[src/hdl/assert_macros.svh]
// ----------------------------------------------------------------------------
// assert_macros.svh
// Shared concurrent assertion macros, clocked on clk, disabled in rst.
// ----------------------------------------------------------------------------
`ifndef ASSERT_MACROS_SVH
`define ASSERT_MACROS_SVH

// Check a property at every clock edge outside reset.
`define ASSERT_ALWAYS(name, prop, msg) \
  name: assert property (@(posedge clk) disable iff (rst) (prop)) else $error(msg);

// Check that a condition implies a second one in the same cycle.
`define ASSERT_IMPLIES(name, pre, post, msg) \
  name: assert property (@(posedge clk) disable iff (rst) (pre) |-> (post)) else $error(msg);

`endif

[src/hdl/erq_pkg.sv]
// ----------------------------------------------------------------------------
// erq_pkg
// Types and command codes of the event ring queue.
// ----------------------------------------------------------------------------
`default_nettype none

package erq_pkg;

  // Command codes
  typedef enum logic [1:0] {
    CMD_POST  = 2'd0,
    CMD_GET   = 2'd1,
    CMD_PEEK  = 2'd2,
    CMD_FLUSH = 2'd3
  } cmd_e;

  // One command transaction
  typedef struct packed {
    cmd_e        command;
    logic [5:0]  event_type;
    logic [1:0]  event_priority;
    logic [31:0] event_time;
    logic [31:0] event_payload;
    logic [31:0] now_ms;
  } erq_in_t;

  // One result transaction
  typedef struct packed {
    logic        ok;
    logic        overflow;
    logic [5:0]  out_type;
    logic [1:0]  out_priority;
    logic [31:0] out_time;
    logic [31:0] out_payload;
    logic        handled;
    logic [3:0]  fill_count;
    logic [31:0] posted_total;
    logic [31:0] lost_total;
    logic [31:0] consumed_total;
  } erq_out_t;

  // Stored event header
  typedef struct packed {
    logic [5:0]  etype;
    logic [1:0]  prio;
    logic [31:0] etime;
  } erq_hdr_t;

  // Per-cell control: shift toward the head, load the new event
  typedef struct packed {
    logic shift;
    logic load;
  } erq_cell_ctl_t;

endpackage

`default_nettype wire

[src/hdl/erq_cell.sv]
// ----------------------------------------------------------------------------
// erq_cell
// One queue slot: loads the posted event or takes its upper neighbor's entry.
// ----------------------------------------------------------------------------
`default_nettype none

module erq_cell #(
  parameter int PAYLOAD_W = 32
) (
  input  wire logic                    clk,
  input  wire erq_pkg::erq_cell_ctl_t  ctl,
  input  wire erq_pkg::erq_hdr_t       nbr_hdr,
  input  wire logic [PAYLOAD_W-1:0]    nbr_pay,
  input  wire erq_pkg::erq_hdr_t       wr_hdr,
  input  wire logic [PAYLOAD_W-1:0]    wr_pay,
  output erq_pkg::erq_hdr_t            hdr,
  output logic [PAYLOAD_W-1:0]         pay
);
  import erq_pkg::*;

  // Load wins over shift so the tail cell takes the new event on overwrite
  always_ff @(posedge clk) begin
    if (ctl.load) begin
      hdr <= wr_hdr;
      pay <= wr_pay;
    end else if (ctl.shift) begin
      hdr <= nbr_hdr;
      pay <= nbr_pay;
    end
  end

endmodule

`default_nettype wire

[src/hdl/erq_ctrl.sv]
// ----------------------------------------------------------------------------
// erq_ctrl
// Command decode, occupancy, statistics counters and the result register.
// ----------------------------------------------------------------------------
`default_nettype none

module erq_ctrl #(
  parameter int DEPTH     = 8,
  parameter int PAYLOAD_W = 32,
  parameter int IDX_W     = $clog2(DEPTH)
) (
  input  wire logic                    clk,
  input  wire logic                    rst,
  input  wire logic                    take,
  input  wire erq_pkg::erq_in_t        request,
  input  wire logic                    cfg_we,
  input  wire logic                    cfg_bit,
  input  wire erq_pkg::erq_hdr_t       head_hdr,
  input  wire logic [PAYLOAD_W-1:0]    head_pay,
  output erq_pkg::erq_cell_ctl_t       cell_cmd,
  output logic [IDX_W-1:0]             wr_idx,
  output erq_pkg::erq_hdr_t            wr_hdr,
  output logic [PAYLOAD_W-1:0]         wr_pay,
  output logic                         done,
  output erq_pkg::erq_out_t            result
);
  import erq_pkg::*;

  localparam int OCC_W = $clog2(DEPTH + 1);

  logic             overwrite;
  logic [OCC_W-1:0] occ, occ_next;
  logic [31:0]      posted, posted_next;
  logic [31:0]      lost, lost_next;
  logic [31:0]      consumed, consumed_next;
  erq_cell_ctl_t    cc;
  erq_out_t         res_next;
  logic             full;

  // Build the event to store; a zero timestamp takes the current tick
  always_comb begin
    wr_hdr.etype = request.event_type;
    wr_hdr.prio  = request.event_priority;
    wr_hdr.etime = (request.event_time == 32'd0) ? request.now_ms : request.event_time;
    wr_pay       = PAYLOAD_W'(request.event_payload);
  end

  assign full = (occ == OCC_W'(DEPTH));

  // Decode the command into cell controls, next counters and the result
  always_comb begin
    occ_next      = occ;
    posted_next   = posted;
    lost_next     = lost;
    consumed_next = consumed;
    cc            = '0;
    wr_idx        = occ[IDX_W-1:0];
    res_next      = '0;
    case (request.command)
      CMD_POST: begin
        posted_next = posted + 32'd1;
        if (full) begin
          lost_next = lost + 32'd1;
          if (overwrite) begin
            // drop the oldest, append at the far end
            cc.shift     = 1'b1;
            cc.load      = 1'b1;
            wr_idx       = IDX_W'(DEPTH - 1);
            res_next.ok  = 1'b1;
          end else begin
            res_next.overflow = 1'b1;
          end
        end else begin
          cc.load     = 1'b1;
          occ_next    = occ + OCC_W'(1);
          res_next.ok = 1'b1;
        end
      end
      CMD_GET, CMD_PEEK: begin
        if (occ != '0) begin
          res_next.ok           = 1'b1;
          res_next.out_type     = head_hdr.etype;
          res_next.out_priority = head_hdr.prio;
          res_next.out_time     = head_hdr.etime;
          res_next.out_payload  = 32'(head_pay);
          if (request.command == CMD_GET) begin
            cc.shift          = 1'b1;
            occ_next          = occ - OCC_W'(1);
            consumed_next     = consumed + 32'd1;
            res_next.handled  = 1'b1;
          end
        end
      end
      CMD_FLUSH: begin
        occ_next    = '0;
        res_next.ok = 1'b1;
      end
      default: begin
        res_next = '0;
      end
    endcase
    res_next.fill_count     = 4'(occ_next);
    res_next.posted_total   = posted_next;
    res_next.lost_total     = lost_next;
    res_next.consumed_total = consumed_next;
  end

  // Act on the cells only for an accepted transaction
  assign cell_cmd = take ? cc : '0;

  // Hold the mode bit and the queue state
  always_ff @(posedge clk) begin
    if (rst) begin
      overwrite <= 1'b0;
      occ       <= '0;
      posted    <= '0;
      lost      <= '0;
      consumed  <= '0;
      done      <= 1'b0;
    end else begin
      if (cfg_we) begin
        overwrite <= cfg_bit;
      end
      if (take) begin
        occ      <= occ_next;
        posted   <= posted_next;
        lost     <= lost_next;
        consumed <= consumed_next;
      end
      done <= take;
    end
  end

  // Register the result of each accepted command
  always_ff @(posedge clk) begin
    if (take) begin
      result <= res_next;
    end
  end

endmodule

`default_nettype wire

[src/hdl/event_ring_queue_overwrite_core.sv]
// ----------------------------------------------------------------------------
// event_ring_queue_overwrite_core
// Event queue with overwrite of the oldest entry, built as a row of cells.
// ----------------------------------------------------------------------------
// The result appears on result with done in the cycle after start is taken.
// Throughput: one command per cycle while rst is low; the cell row and counters
//   update together, the head entry always sits in cell 0.
// Reset: synchronous; clears fill count, statistics and overwrite mode, busy
//   is high while rst is high. Entry storage is not cleared.
// The receiver cannot stall; each result is shown for exactly one cycle.
`default_nettype none

`include "assert_macros.svh"

module event_ring_queue_overwrite_core #(
  parameter int QUEUE_DEPTH  = 8,
  parameter int PAYLOAD_BITS = 32
) (
  input  wire logic               clk,
  input  wire logic               rst,
  input  wire logic               start,
  output logic                    busy,
  input  wire erq_pkg::erq_in_t   request,
  output logic                    done,
  output erq_pkg::erq_out_t       result,
  input  wire logic               cfg_valid,
  output logic                    cfg_ready,
  input  wire logic               cfg_data
);
  import erq_pkg::*;

  localparam int STORE_W = (PAYLOAD_BITS < 32) ? PAYLOAD_BITS : 32;
  localparam int IDX_W   = $clog2(QUEUE_DEPTH);

  logic                accept;
  erq_cell_ctl_t       cmd;
  logic [IDX_W-1:0]    wr_idx;
  erq_hdr_t            wr_hdr;
  logic [STORE_W-1:0]  wr_pay;
  erq_hdr_t            hdr [QUEUE_DEPTH];
  logic [STORE_W-1:0]  pay [QUEUE_DEPTH];
  erq_cell_ctl_t       cell_ctl [QUEUE_DEPTH];

  // Handshakes
  assign busy      = rst;
  assign cfg_ready = ~rst;
  assign accept    = start & ~busy;

  // Control and counters
  erq_ctrl #(
    .DEPTH     (QUEUE_DEPTH),
    .PAYLOAD_W (STORE_W),
    .IDX_W     (IDX_W)
  ) u_ctrl (
    .clk      (clk),
    .rst      (rst),
    .take     (accept),
    .request  (request),
    .cfg_we   (cfg_valid & cfg_ready),
    .cfg_bit  (cfg_data),
    .head_hdr (hdr[0]),
    .head_pay (pay[0]),
    .cell_cmd (cmd),
    .wr_idx   (wr_idx),
    .wr_hdr   (wr_hdr),
    .wr_pay   (wr_pay),
    .done     (done),
    .result   (result)
  );

  // Row of cells, cell 0 holds the oldest event
  for (genvar i = 0; i < QUEUE_DEPTH; i++) begin : g_cell
    assign cell_ctl[i].shift = cmd.shift;
    assign cell_ctl[i].load  = cmd.load && (wr_idx == IDX_W'(i));

    if (i == QUEUE_DEPTH - 1) begin : g_last
      erq_cell #(.PAYLOAD_W(STORE_W)) u_cell (
        .clk     (clk),
        .ctl     (cell_ctl[i]),
        .nbr_hdr (wr_hdr),
        .nbr_pay (wr_pay),
        .wr_hdr  (wr_hdr),
        .wr_pay  (wr_pay),
        .hdr     (hdr[i]),
        .pay     (pay[i])
      );
    end else begin : g_mid
      erq_cell #(.PAYLOAD_W(STORE_W)) u_cell (
        .clk     (clk),
        .ctl     (cell_ctl[i]),
        .nbr_hdr (hdr[i+1]),
        .nbr_pay (pay[i+1]),
        .wr_hdr  (wr_hdr),
        .wr_pay  (wr_pay),
        .hdr     (hdr[i]),
        .pay     (pay[i])
      );
    end
  end

  // Assertions
  `ASSERT_ALWAYS(a_done_follows_accept, done == $past(accept), "done without accepted command")
  `ASSERT_IMPLIES(a_handled_is_ok, done && result.handled, result.ok, "handled without ok")
  `ASSERT_IMPLIES(a_overflow_fails, done && result.overflow, !result.ok, "overflow with ok")

endmodule

`default_nettype wire

[config.mk]
export PLATFORM = sky130hd
export DESIGN_NAME = event_ring_queue_overwrite_core
export DESIGN_NICKNAME = d
export VERILOG_FILES = /design/src/hdl/erq_pkg.sv /design/src/hdl/erq_cell.sv /design/src/hdl/erq_ctrl.sv /design/src/hdl/event_ring_queue_overwrite_core.sv
export VERILOG_INCLUDE_DIRS = /design/src /design/src/hdl
export SDC_FILE = /design/constraint.sdc
export NUM_CORES = 1
export LEC_CHECK = 0
export BUFFER_PORTS_ARGS = -buffer_cell sky130_fd_sc_hd__buf_2
export CORE_ASPECT_RATIO = 0.5
export CORE_UTILIZATION = 38
export DETAILED_ROUTE_END_ITERATION = 10
export PLACE_DENSITY_LB_ADDON = 0.25
export SLEW_MARGIN = 0
export SYNTH_ARGS = -nofsm -noshare
export SYNTH_HDL_FRONTEND = slang
export SYNTH_SLANG_ARGS = --single-unit
[constraint.sdc]
create_clock -name clk -period 31 [get_ports clk]
set_input_delay 3.1 -clock clk [delete_from_list [all_inputs] [get_ports clk]]
set_output_delay 3.1 -clock clk [all_outputs]
set_load 0.05 [all_outputs]
==> results.sh <==
export IMPL_clock_sinks=853
export IMPL_required_ps=27900
export IMPL_async_flop_share_pct=0
export IMPL_die_w_um=435.7
export IMPL_die_h_um=218.8
export IMPL_clock_path_buffers=3
export IMPL_viasPerCell=4.998
export IMPL_drt_iter0_drc=1842
export IMPL_routed_wl_mm=83.84
export IMPL_initial_utilization_pct=38.42
export IMPL_yosysTopAreaCell="edfxtp_1"
export IMPL_route_detailed_drc=0
export IMPL_cp_slowest_stage_delay_ps=390
export IMPL_ys_ff_latch=853
export IMPL_hold_class="reg -> reg"
export IMPL_ir_drop_mv=0.03808
export IMPL_syn_instance_count=3186
export IMPL_powerDensity_nw_per_um2=57.42
export IMPL_worstSkewPairLatency_ps=670
export IMPL_final_setup_skew_ps=32.70
export IMPL_area_growth_pct=14.14
export IMPL_status="finished, final reports clean"
export IMPL_tightest_slew_ps=1177
export IMPL_crit_family="buffers and inverters"
export IMPL_cts_buffers=81
export IMPL_antenna_found_initial=6
export IMPL_cts_setup_buffers=0
export IMPL_grt_pass1_wl_mm=130.7
export IMPL_grt_max_degree=90
export IMPL_max_slew_margin_pct=21.53
export IMPL_fp_row_count=79
export IMPL_io_buffers=288
export IMPL_fin_util_pct=43.85
export IMPL_end_kind="output port"
export IMPL_drive_gt1_share_pct=13.68
export IMPL_cts_hold_fix_buffers=0
export IMPL_vias=23600
export IMPL_grtUsageTotal_pct=17.45
export IMPL_p_leak_nw=15.36
export IMPL_rsz0062_at_grt="no"
export IMPL_max_freq_mhz=144.0
export IMPL_setup_viol=0
export IMPL_synth_area_um2=35740
export IMPL_crit_slowest_cell="buf_4"
export IMPL_synth_cell_types=51
export IMPL_grt_pass1_vias=22410
export IMPL_crit_path_start_kind="primary input"
export IMPL_ant_nets=0
export IMPL_cp_arrival_ps=3850
export IMPL_fin_nets=3522
export IMPL_synth_nets=3307
export IMPL_cap_violations=0
export IMPL_ys_warn_count=0
export IMPL_post_cts_resized=0
export IMPL_timing_hold_ws_ps=510.3
export IMPL_hold_viol=0
export IMPL_critPathMaxFanout=35
export IMPL_total_power_mw=2.342
export IMPL_dr_pass1_iters=7
export IMPL_crit_chain="buf_4, buf_2"
export IMPL_gp_congestion=0.8212
export IMPL_synth_edf_count=751
export IMPL_drv_slew=0
export IMPL_die_area_um2=95350
export IMPL_yosysSeqAreaShare_pct=68.82
export IMPL_clk_pin_slew_worst_paths_ps=60
export IMPL_core_area_um2=93010
export IMPL_final_cells=4721
export IMPL_ioPinCount=289
export IMPL_avgSynthCellArea_um2=11.22
export IMPL_post_route_min_period_ps=6946
export IMPL_htreeDepth=3
export IMPL_synth_ff_type="edfxtp_1"
export IMPL_synth_top_area_share_pct=63.11
export IMPL_worstSetupPathType="in -> out"
export IMPL_hpwl_mm=51.24
export IMPL_period_share_pct=22.41
export IMPL_cts_tree="done"
export IMPL_place_inst=4573
export IMPL_grt_overflow_total=0
export IMPL_detail_route_wl_per_cell_um=17.76
export IMPL_cp_num_buf_inv=2
export IMPL_synthTopCellsByArea="edfxtp_1 63%, nand2_1 9.8%, dfxtp_1 5.7%"
export IMPL_finalSetupTns_ps=0
export IMPL_cts_root_buf="clkbuf_16"
==> synth_stat cells, drive strengths merged, types with 4 or more instances <==
| library cell | number |
|---|---|
| nand2 | 936 |
| edfxtp | 751 |
| nor2 | 363 |
| a21oi | 264 |
| clkbuf | 103 |
| xor2 | 103 |
| dfxtp | 102 |
| and3 | 91 |
| buf | 88 |
| xnor2 | 78 |
| nand4 | 70 |
| nand3 | 69 |
| inv | 45 |
| nor3 | 31 |
| nor4 | 21 |
| and2 | 16 |
| ha | 10 |
| a31oi | 4 |
| and4 | 4 |
| nand3b | 4 |
| nor2b | 4 |
==> kinds of logic (layout without fill, tap and decap cells) <==
logic type / after synthesis / count (layout) / synth area share, %
simple gates: 1619 / 1619 / 19.37
fa+ha+maj: 10 / 10 / 0.3501
flops: 853 / 853 / 68.82
xor+xnor: 181 / 181 / 4.436
other cells: 0 / 2 / 0
mux: 6 / 6 / 0.1891
compound gates: 281 / 281 / 4.058
buf+inv: 236 / 514 / 2.777
==> registers in the layout, indices dropped and copies added, names as in the netlist <==
signal / flops
g_cell.g_last.u_cell.hdr: 40
g_cell.g_last.u_cell.pay: 32
g_cell.g_mid.u_cell.hdr: 280
g_cell.g_mid.u_cell.pay: 224
u_ctrl.consumed: 32
u_ctrl.done: 1
u_ctrl.lost: 32
u_ctrl.occ: 4
u_ctrl.overwrite: 1
u_ctrl.posted: 32
u_ctrl.result: 175
==> area by class of cell <==
class	instances	area (µm²)
Antenna cell	2	5.005
Tap cell	1255	1570
Timing Repair Buffer	323	1707
Fill cell	8589	52220
Inverter	45	168.9
Sequential cell	853	24590
Clock inverter	40	312.8
Clock buffer	106	2183
Multi-Input combinational cell	2097	10250
==> routing by layer <==
layer  wire [µm]  global-route usage [%]
met5           0                       0
met4        1515                   4.296
met3        3673                   2.897
met2       40750                   29.46
met1       37900                   23.50
==> through the flow <==
stage,worst slack [ps],area [µm²]
after global placement,23730,38290
after floorplan,19170,35740
final,24050,40790
after CTS,24040,40780
after global routing,24010,40780
after detailed placement,23600,38290
==> placed cells by master, fill, tap and decap left out, types with 4 or more instances in the layout <==
cell type  instances
and4_1             4
and2_4             5
clkbuf_16         83
buf_4             36
nand3_1           68
xor2_1           103
edfxtp_1         751
dfxtp_1          102
buf_2            287
clkinv_1          18
and2_1             9
inv_1             44
nand3b_1           4
xnor2_1           78
nand2_1          929
nand2_4            7
ha_1               9
a21oi_1          264
clkinv_2          11
nand4_1           68
nor4_4             4
clkbuf_1          21
a31oi_1            4
nor4_1            14
and3_1            89
nor3_2             7
nor2_1           362
nor3_1            24
==> path summary, 6_finish.rpt <==
check	start	end	slack, ps	cells after the start
setup / recovery	rst	busy	24050	2
hold reg to reg	g_cell[5].g_mid.u_cell.pay[18]	g_cell[4].g_mid.u_cell.pay[18]	510	2
hold / removal	g_cell[5].g_mid.u_cell.pay[18]	g_cell[4].g_mid.u_cell.pay[18]	510	2
setup reg to reg	u_ctrl.occ[0]	g_cell[3].g_mid.u_cell.hdr[16]	27040	8
==> report_power, final <==
part / switching, mW / internal [mW]
Clock: 0.438 / 0.525
Sequential: 0.00636 / 1.26
Combinational: 0.0919 / 0.0232
(Power assumes the default switching activity.)
